<file path="src/bre_pkg.sv">
// Shared types and constants for the bitmap range engine.
`timescale 1ns / 1ps

package bre_pkg;

   localparam int DEF_WORD_COUNT = 64;

   localparam int WORD_BITS = 64;
   localparam int OFF_W     = 6;
   localparam int OP_W      = 3;
   localparam int START_W   = 12;
   localparam int LEN_W     = 13;
   localparam int COUNT_W   = 13;
   localparam int POP_W     = 7;

   typedef enum logic [OP_W-1:0] {
      OP_SET    = 3'd0,
      OP_CLEAR  = 3'd1,
      OP_INVERT = 3'd2,
      OP_COUNT  = 3'd3,
      OP_TEST   = 3'd4
   } op_type;

   // control for one pass of the word unit
   typedef struct packed {
      op_type           op;
      logic [OFF_W-1:0] lo_off;
      logic [OFF_W-1:0] hi_off;
   } word_ctl_type;

endpackage

</file>
<file path="src/bre_mem.sv">
// Bitmap word store: one write port, one read port with registered data.
`timescale 1ns / 1ps

module bre_mem
   import bre_pkg::*;
#(
   parameter int WORD_COUNT = DEF_WORD_COUNT,
   parameter int IDX_W      = 6
) (
   input  logic                 clock,
   input  logic                 wr_en,
   input  logic [IDX_W-1:0]     wr_addr,
   input  logic [WORD_BITS-1:0] wr_data,
   input  logic                 rd_en,
   input  logic [IDX_W-1:0]     rd_addr,
   output logic [WORD_BITS-1:0] rd_data
);

   logic [WORD_BITS-1:0] mem_ff [WORD_COUNT];
   logic [WORD_BITS-1:0] rd_data_ff;

   always_ff @(posedge clock) begin
      if (wr_en) begin
         mem_ff[wr_addr] <= wr_data;
      end
      if (rd_en) begin
         rd_data_ff <= mem_ff[rd_addr];
      end
   end

   assign rd_data = rd_data_ff;

endmodule

</file>
<file path="src/bre_word_unit.sv">
// Shared word unit: range mask, set/clear/invert, popcount and bit test.
`timescale 1ns / 1ps

module bre_word_unit
   import bre_pkg::*;
(
   input  word_ctl_type         ctl,
   input  logic [WORD_BITS-1:0] rd_word,
   output logic [WORD_BITS-1:0] wr_word,
   output logic [POP_W-1:0]     pop,
   output logic                 bit_out
);

   logic [WORD_BITS-1:0] mask;
   logic [WORD_BITS-1:0] hit;
   logic [3:0]           byte_pop [8];

   assign mask = ({WORD_BITS{1'b1}} << ctl.lo_off)
               & ({WORD_BITS{1'b1}} >> (OFF_W'(WORD_BITS - 1) - ctl.hi_off));
   assign hit  = rd_word & mask;

   always_comb begin
      case (ctl.op)
         OP_SET:    wr_word = rd_word | mask;
         OP_CLEAR:  wr_word = rd_word & ~mask;
         OP_INVERT: wr_word = rd_word ^ mask;
         default:   wr_word = rd_word;
      endcase
   end

   // two-level popcount: per byte, then across bytes
   always_comb begin
      for (int b = 0; b < 8; b++) begin
         byte_pop[b] = 4'd0;
         for (int i = 0; i < 8; i++) begin
            byte_pop[b] = byte_pop[b] + 4'(hit[b*8+i]);
         end
      end
   end

   always_comb begin
      pop = '0;
      for (int b = 0; b < 8; b++) begin
         pop = pop + POP_W'(byte_pop[b]);
      end
   end

   assign bit_out = rd_word[ctl.lo_off];

endmodule

</file>
<file path="src/bitmap_range_engine.sv">
// Bitmap range engine top level: request sequencer, word store and word unit.
`timescale 1ns / 1ps

// Keeps a bitmap of WORD_COUNT 64-bit words; bit b is bit b%64 of word b/64.
// Each request word sets, clears, inverts or counts the bits of
// [start_bit, start_bit+range_length), clipped at the end of the map, or tests
// the bit at start_bit; every request returns exactly one response word.
// After reset a clearing pass zeroes the store, one word a cycle, so the
// block takes no request until the pass is done. A range request reads each
// word that it spans from the store once and passes it through the shared
// word unit; set, clear and invert write it back, and the read of the next
// word overlaps the write-back of the current one. A test reads one word; an
// empty range, a test past the end or an unused operation code reads none.
// Requests are handled one at a time; a finished response sits in an output
// register, so the next request is taken while the response still waits for
// rsp_ready.
module bitmap_range_engine
   import bre_pkg::*;
#(
   parameter int WORD_COUNT = DEF_WORD_COUNT
) (
   input  logic               clock,
   input  logic               reset,
   input  logic               req_valid,
   output logic               req_ready,
   input  logic [OP_W-1:0]    req_operation,
   input  logic [START_W-1:0] req_start_bit,
   input  logic [LEN_W-1:0]   req_range_length,
   output logic               rsp_valid,
   input  logic               rsp_ready,
   output logic [COUNT_W-1:0] rsp_set_count,
   output logic               rsp_bit_value
);

   localparam int TOTAL_BITS = WORD_COUNT * WORD_BITS;
   localparam int TOTAL_W    = $clog2(TOTAL_BITS + 1);
   localparam int SUM_W      = LEN_W + 1;
   localparam int CMP_W      = (TOTAL_W > SUM_W) ? TOTAL_W : SUM_W;
   localparam int W_W        = CMP_W - OFF_W;
   localparam int IDX_W      = (WORD_COUNT > 1) ? $clog2(WORD_COUNT) : 1;

   typedef enum logic [1:0] {
      ST_CLEAR,
      ST_IDLE,
      ST_RUN,
      ST_WAIT
   } state_type;

   state_type            state_ff, state_in;
   logic [IDX_W-1:0]     clr_ff, clr_in;
   op_type               op_ff, op_in;
   logic [OFF_W-1:0]     start_off_ff, start_off_in;
   logic [OFF_W-1:0]     end_off_ff, end_off_in;
   logic [W_W-1:0]       first_w_ff, first_w_in;
   logic [W_W-1:0]       last_w_ff, last_w_in;
   logic [W_W-1:0]       rd_w_ff, rd_w_in;
   logic                 reading_ff, reading_in;
   logic                 pend_ff, pend_in;
   logic [W_W-1:0]       pend_w_ff, pend_w_in;
   logic [COUNT_W-1:0]   count_ff, count_in;
   logic                 bit_ff, bit_in;
   logic                 rsp_valid_ff, rsp_valid_in;
   logic [COUNT_W-1:0]   rsp_count_ff, rsp_count_in;
   logic                 rsp_bit_ff, rsp_bit_in;

   // request decode
   logic [CMP_W-1:0]     sum_bits, end_bits, last_bit, start_ext;
   logic                 range_ok, test_ok;
   op_type               req_op;

   // store and word unit
   logic                 wr_en, rd_en;
   logic [IDX_W-1:0]     wr_addr, rd_addr;
   logic [WORD_BITS-1:0] wr_data, rd_data, unit_word;
   logic [POP_W-1:0]     unit_pop;
   logic                 unit_bit;
   word_ctl_type         unit_ctl;

   assign req_op    = op_type'(req_operation);
   assign start_ext = CMP_W'(req_start_bit);
   assign sum_bits  = start_ext + CMP_W'(req_range_length);
   assign end_bits  = (sum_bits > CMP_W'(TOTAL_BITS)) ? CMP_W'(TOTAL_BITS) : sum_bits;
   assign last_bit  = end_bits - CMP_W'(1);
   assign range_ok  = (req_op == OP_SET || req_op == OP_CLEAR || req_op == OP_INVERT
                       || req_op == OP_COUNT) && (start_ext < end_bits);
   assign test_ok   = (req_op == OP_TEST) && (start_ext < CMP_W'(TOTAL_BITS));

   // offsets of the word in the write-back stage
   assign unit_ctl.op     = op_ff;
   assign unit_ctl.lo_off = (pend_w_ff == first_w_ff) ? start_off_ff : '0;
   assign unit_ctl.hi_off = (pend_w_ff == last_w_ff) ? end_off_ff : OFF_W'(WORD_BITS - 1);

   bre_word_unit u_unit (
      .ctl     (unit_ctl),
      .rd_word (rd_data),
      .wr_word (unit_word),
      .pop     (unit_pop),
      .bit_out (unit_bit)
   );

   bre_mem #(
      .WORD_COUNT (WORD_COUNT),
      .IDX_W      (IDX_W)
   ) u_mem (
      .clock   (clock),
      .wr_en   (wr_en),
      .wr_addr (wr_addr),
      .wr_data (wr_data),
      .rd_en   (rd_en),
      .rd_addr (rd_addr),
      .rd_data (rd_data)
   );

   // store port control
   always_comb begin
      rd_en   = (state_ff == ST_RUN) && reading_ff;
      rd_addr = rd_w_ff[IDX_W-1:0];
      if (state_ff == ST_CLEAR) begin
         wr_en   = 1'b1;
         wr_addr = clr_ff;
         wr_data = '0;
      end else begin
         wr_en   = (state_ff == ST_RUN) && pend_ff
                   && (op_ff == OP_SET || op_ff == OP_CLEAR || op_ff == OP_INVERT);
         wr_addr = pend_w_ff[IDX_W-1:0];
         wr_data = unit_word;
      end
   end

   // sequencer next state
   always_comb begin
      state_in     = state_ff;
      clr_in       = clr_ff;
      op_in        = op_ff;
      start_off_in = start_off_ff;
      end_off_in   = end_off_ff;
      first_w_in   = first_w_ff;
      last_w_in    = last_w_ff;
      rd_w_in      = rd_w_ff;
      reading_in   = reading_ff;
      pend_in      = 1'b0;
      pend_w_in    = pend_w_ff;
      count_in     = count_ff;
      bit_in       = bit_ff;
      rsp_valid_in = rsp_valid_ff && !rsp_ready;
      rsp_count_in = rsp_count_ff;
      rsp_bit_in   = rsp_bit_ff;

      unique case (state_ff)
         ST_CLEAR: begin
            clr_in = clr_ff + IDX_W'(1);
            if (clr_ff == IDX_W'(WORD_COUNT - 1)) begin
               state_in = ST_IDLE;
            end
         end
         ST_IDLE: begin
            if (req_valid) begin
               op_in        = req_op;
               start_off_in = req_start_bit[OFF_W-1:0];
               end_off_in   = last_bit[OFF_W-1:0];
               first_w_in   = W_W'(req_start_bit[START_W-1:OFF_W]);
               last_w_in    = last_bit[CMP_W-1:OFF_W];
               rd_w_in      = W_W'(req_start_bit[START_W-1:OFF_W]);
               count_in     = '0;
               bit_in       = 1'b0;
               if (test_ok) begin
                  last_w_in  = W_W'(req_start_bit[START_W-1:OFF_W]);
                  reading_in = 1'b1;
                  state_in   = ST_RUN;
               end else if (range_ok) begin
                  reading_in = 1'b1;
                  state_in   = ST_RUN;
               end else begin
                  state_in = ST_WAIT;
               end
            end
         end
         ST_RUN: begin
            if (reading_ff) begin
               pend_in    = 1'b1;
               pend_w_in  = rd_w_ff;
               rd_w_in    = rd_w_ff + W_W'(1);
               reading_in = (rd_w_ff != last_w_ff);
            end
            if (pend_ff) begin
               if (op_ff == OP_COUNT) begin
                  count_in = count_ff + COUNT_W'(unit_pop);
               end
               if (op_ff == OP_TEST) begin
                  bit_in = unit_bit;
               end
               if (pend_w_ff == last_w_ff) begin
                  state_in = ST_WAIT;
               end
            end
         end
         ST_WAIT: begin
            if (!rsp_valid_ff || rsp_ready) begin
               rsp_valid_in = 1'b1;
               rsp_count_in = count_ff;
               rsp_bit_in   = bit_ff;
               state_in     = ST_IDLE;
            end
         end
         default: state_in = ST_IDLE;
      endcase
   end

   always_ff @(posedge clock) begin
      if (reset) begin
         state_ff     <= ST_CLEAR;
         clr_ff       <= '0;
         reading_ff   <= 1'b0;
         pend_ff      <= 1'b0;
         rsp_valid_ff <= 1'b0;
      end else begin
         state_ff     <= state_in;
         clr_ff       <= clr_in;
         reading_ff   <= reading_in;
         pend_ff      <= pend_in;
         rsp_valid_ff <= rsp_valid_in;
      end
      op_ff        <= op_in;
      start_off_ff <= start_off_in;
      end_off_ff   <= end_off_in;
      first_w_ff   <= first_w_in;
      last_w_ff    <= last_w_in;
      rd_w_ff      <= rd_w_in;
      pend_w_ff    <= pend_w_in;
      count_ff     <= count_in;
      bit_ff       <= bit_in;
      rsp_count_ff <= rsp_count_in;
      rsp_bit_ff   <= rsp_bit_in;
   end

   assign req_ready     = (state_ff == ST_IDLE);
   assign rsp_valid     = rsp_valid_ff;
   assign rsp_set_count = rsp_count_ff;
   assign rsp_bit_value = rsp_bit_ff;

endmodule
</file>
<file path="config.mk">
export PLATFORM = sky130hd
export DESIGN_NAME = bitmap_range_engine
export DESIGN_NICKNAME = d
export VERILOG_FILES = /design/src/bre_pkg.sv /design/src/bre_mem.sv /design/src/bre_word_unit.sv /design/src/bitmap_range_engine.sv
export SDC_FILE = /design/constraint.sdc
export NUM_CORES = 2
export LEC_CHECK = 0
export BUFFER_PORTS_ARGS = -buffer_cell sky130_fd_sc_hd__buf_4
export CORE_ASPECT_RATIO = 2
export CORE_UTILIZATION = 40
export CTS_CLUSTER_DIAMETER = 150
export DETAILED_ROUTE_END_ITERATION = 10
export PLACE_DENSITY = 0.52
export SLEW_MARGIN = 20
export SYNTH_ARGS = -nofsm -noshare
export SYNTH_HDL_FRONTEND = slang
export SYNTH_SLANG_ARGS = --single-unit
</file>
<file path="constraint.sdc">
create_clock -name clock -period 9.9 [get_ports clock]
set_input_delay 1.485 -clock clock [delete_from_list [all_inputs] [get_ports clock]]
set_output_delay 1.485 -clock clock [all_outputs]
set_load 0.01 [all_outputs]
</file>
==> flow_summary_export.csv <==
group,metric,value,unit
worst_setup_path,crit_slowest_cell,"fa_1",
hold_path,hold_class,"flop to flop",
power_and_ir_drop,comb_power_share,23.9,%
synth,synth_area,171000,um2
clock_network,cts.clk_slew.worst_paths,70,ps
synth,synthArstFlopShare,0,%
worst_setup_path,critPathKind,"flop to flop",
grt,use_met2,47.5,%
grt,grt_busiest_layer,"met2",
clock_network,holdBufCountCts,0,
worst_setup_path,crit_path_max_fanout,4,
synth,synth_top_family_by_area,"multiplexers",
status,status,"finished, violations left",
timing,max_freq,105,MHz
grt,overflow,0,
power_and_ir_drop,pwr-share-clk,30.2,%
timing,fin_setup_tns,0,ps
floorplanning,die_width,465,um
synth,synthMuxAreaShare,18.1,%
power_and_ir_drop,seq_power_share,45.9,%
timing,setup_viol_count_final,0,
placement,portBuffers,47,
worst_setup_path,cp-start-kind,"flop",
floorplanning,rows,339,
drt,drt_iter0_drc,9652,
clock_network,cts_buffers,369,
grt,grt_util_met3,3.01,%
floorplanning,dieArea,431000,um2
timing,worst_slew_pin_slew,1210,ps
drt,route.detailed.drc,22,
synth,synth_ff_type,"edfxtp_1",
layout,layout.nets,8555,
timing,final-hold-violation-count,0,
layout,syn_to_final_growth,13.2,%
power_and_ir_drop,powerDensity,254,nW/um2
floorplanning,start_util,40.2,%
worst_setup_path,crit_top_cell,"inv_1",
timing,fin_crit_sh,96.2,%
clock_network,htreeDepth,5,
timing,relSlewSlack,19.3,%
drt,vias,85500,
job,cap_viol_max_count,0,
synth,ys_seq_elements,4244,
timing,period_minus_slack,9530,ps
power_and_ir_drop,vdd_drop_max,0.000236,V
synth,yosysWarningCount,0,
synth,ys_types,65,
floorplanning,die_h,927,um
status,failed_checks,"design-rule violations",
worst_setup_path,worstPathRequired,10640,ps
floorplanning,core,426000,um2
worst_setup_path,cp-end-kind,"flop",
floorplanning,ios,48,
synth,synth_xor_area_share,0.322,%
drt,drt_wl_total,566000,um
worst_setup_path,cp.arrival,10270,ps
synth,syn-num-nets,8072,
timing,fin_skew,120,ps
layout,layout-drive-gt1-share,29.8,%
grt,grt_pass1_vias,88400,
power_and_ir_drop,internal_power,35.1,mW
clock_network,cts_tree,"built",
synth,synth_edf_count,4233,
clock_network,root_buffer,"clkbuf_16",
grt,grt_antenna_before_repair,17,
grt,use_met1,31.6,%
clock_network,clockBufferDepth,4,
timing,maxSlewViolCount,0,
synth,yosysSeqAreaShare,74.3,%
synth,synthCells,7719,
grt,grt_use_total,26.2,%
placement,place.gp.congestion,0.990,
grt,grt_pass1_wl,766000,um
synth,synth_adder_area_share,2.58,%
clock_network,cts_sinks,4244,
drt,viasPerCell,6.05,
drt,wire_per_inst,40.0,um
power_and_ir_drop,p_sw_share,28.8,%
grt,grt_max_degree,124,
timing,fin_hold_ws,503,ps
drt,drtPass1Iterations,9,
clock_network,insertion_delay,1030,ps
power_and_ir_drop,p_sw,14.2,mW
synth,avgSynthCellArea,22.2,um2
synth,synth_compound_area_share,1.32,%
drt,final_antenna_net_count,0,
worst_setup_path,cp_slowest_stage_delay,550,ps
synth,yosys.area_share.simple,1.70,%
placement,dp_hpwl,317000,um
power_and_ir_drop,power_leakage,62.7,nW
[logic make-up after synthesis]
kind of cell    after synthesis
flops                      4244
mux                        1418
buf+inv                     695
simple gates                645
compound gates              333
fa+ha+maj                   321
xor+xnor                     63
[layer usage]
layer / vias to the layer above / routed length, um
met5: - / 9
met4: 2 / 25300
met3: 870 / 30800
met2: 3301 / 303000
met1: 48200 / 207000
li1: 33100 / -
[cells in the final DEF (no fill, tap or decap), types with 9 or more instances in the layout]
cell / n
a211oi_1: 9
a21o_1: 22
a21oi_1: 68
and2_1: 20
and3_1: 14
buf_12: 31
buf_4: 469
bufinv_16: 43
clkbuf_1: 72
clkbuf_16: 377
clkinv_1: 78
clkinv_2: 60
clkinvlp_4: 12
dfxtp_1: 11
diode_2: 10
edfxtp_1: 4233
fa_1: 51
ha_1: 267
inv_1: 305
mux2i_1: 71
mux4_2: 1345
nand2_1: 125
nand2b_1: 15
nand3_1: 36
nand4_1: 10
nor2_1: 205
nor2_4: 64
nor2b_1: 14
nor3_1: 28
nor3_2: 64
o21ai_0: 68
o22a_1: 64
or2_2: 10
or3_1: 17
xnor2_1: 32
xor2_1: 28
[power groups by stage]
stage	clock, mW	sequential [mW]	combinational [mW]
3_3_place_gp	0	23.0	11.7
2_1_floorplan	0	23.1	7.17
6_report	14.9	22.6	11.8
5_1_grt	15.7	22.7	12.4
4_1_cts	15.2	22.6	11.9
3_5_place_dp	0	23.0	11.8
[path summary, 6_finish.rpt]
| check | startpoint | end | slack, ps | cells past startpoint |
|---|---|---|---|---|
| setup / recovery | last_w_ff[2] | count_ff[10] | 370 | 41 |
| hold / removal | bit_ff | rsp_bit_value | 500 | 0 |
| hold reg to reg | bit_ff | rsp_bit_value | 500 | 0 |
| setup reg to reg | last_w_ff[2] | count_ff[10] | 370 | 41 |
[cell usage after synthesis (all sizes together) (28+ instances only)]
master / count / share of area [%]
clkbuf: 202 / 0.44
nand2: 125 / 0.27
mux4: 1345 / 18
xor2: 28 / 0.14
buf: 187 / 0.52
o21ai: 75 / 0.22
a21oi: 77 / 0.22
inv: 306 / 0.67
xnor2: 35 / 0.18
fa: 53 / 0.62
nand3: 36 / 0.11
mux2i: 71 / 0.41
o22a: 64 / 0.33
nor3: 92 / 0.27
nor2: 271 / 0.60
edfxtp: 4233 / 74
ha: 268 / 2.0
[layout make-up]
| type | count | area, um2 |
|---|---|---|
| fill | 35600 | 232000 |
| sequential | 4244 | 127000 |
| multi-input combinational | 2780 | 42100 |
| clock buffer | 449 | 9700 |
| tap | 5626 | 7040 |
| timing repair buffer | 501 | 4170 |
| clock inverter | 220 | 2410 |
| inverter | 306 | 1150 |
| antenna | 10 | 25.0 |
[worst max-delay path, delay by kind of cell, from the launching register on]
| family | cells | cell delay (ps) |
|---|---|---|
| AND/OR/NAND/NOR | 8 | 1730 |
| flip-flops | 1 | 420 |
| AO/OA/AOI/OAI | 5 | 710 |
| adder cells (fa/ha/maj) | 13 | 5050 |
| XOR/XNOR | 4 | 590 |
| buffers and inverters | 11 | 770 |
[what timing repair did]
action / 4_1_cts / 5_1_grt
endpoints found under the setup margin: 4 / 7
resized for setup: 2 / 23
buffers inserted: 0 / 4
cloned: 0 / 0
pin swaps: 0 / 8
[flip-flops by register name (all words and copies together), names as in the netlist]
signal         flops
bit_ff             1
start_off_ff       6
u_mem.rd_data     64
rsp_bit_value      1
op_ff              3
rd_w_ff            8
clr_ff             6
reading_ff         1
pend_w_ff          8
rsp_valid          1
rsp_set_count     13
end_off_ff         6
u_mem.mem_ff    4096
count_ff          13
last_w_ff          8
pend_ff            1
first_w_ff         6
state_ff           2
[metrics by stage]
| stage | power, mW | setup slack, ps | utilization, % | cells | cell area, um2 |
|---|---|---|---|---|---|
| CTS | 49.7 | 40.5 | 45.5 | 14100 | 194000 |
| detailed placement | 34.8 | -68.3 | 42.6 | 13500 | 182000 |
| global placement | 34.6 | -321 | 42.6 | 13400 | 182000 |
| finish | 49.3 | 373 | 45.5 | 14100 | 194000 |
| floorplan | 30.3 | 876 | - | 7719 | 171000 |
| global route | 50.8 | -12.6 | 45.5 | 14100 | 194000 |
Note: power is estimated with default switching activity, not from simulation.
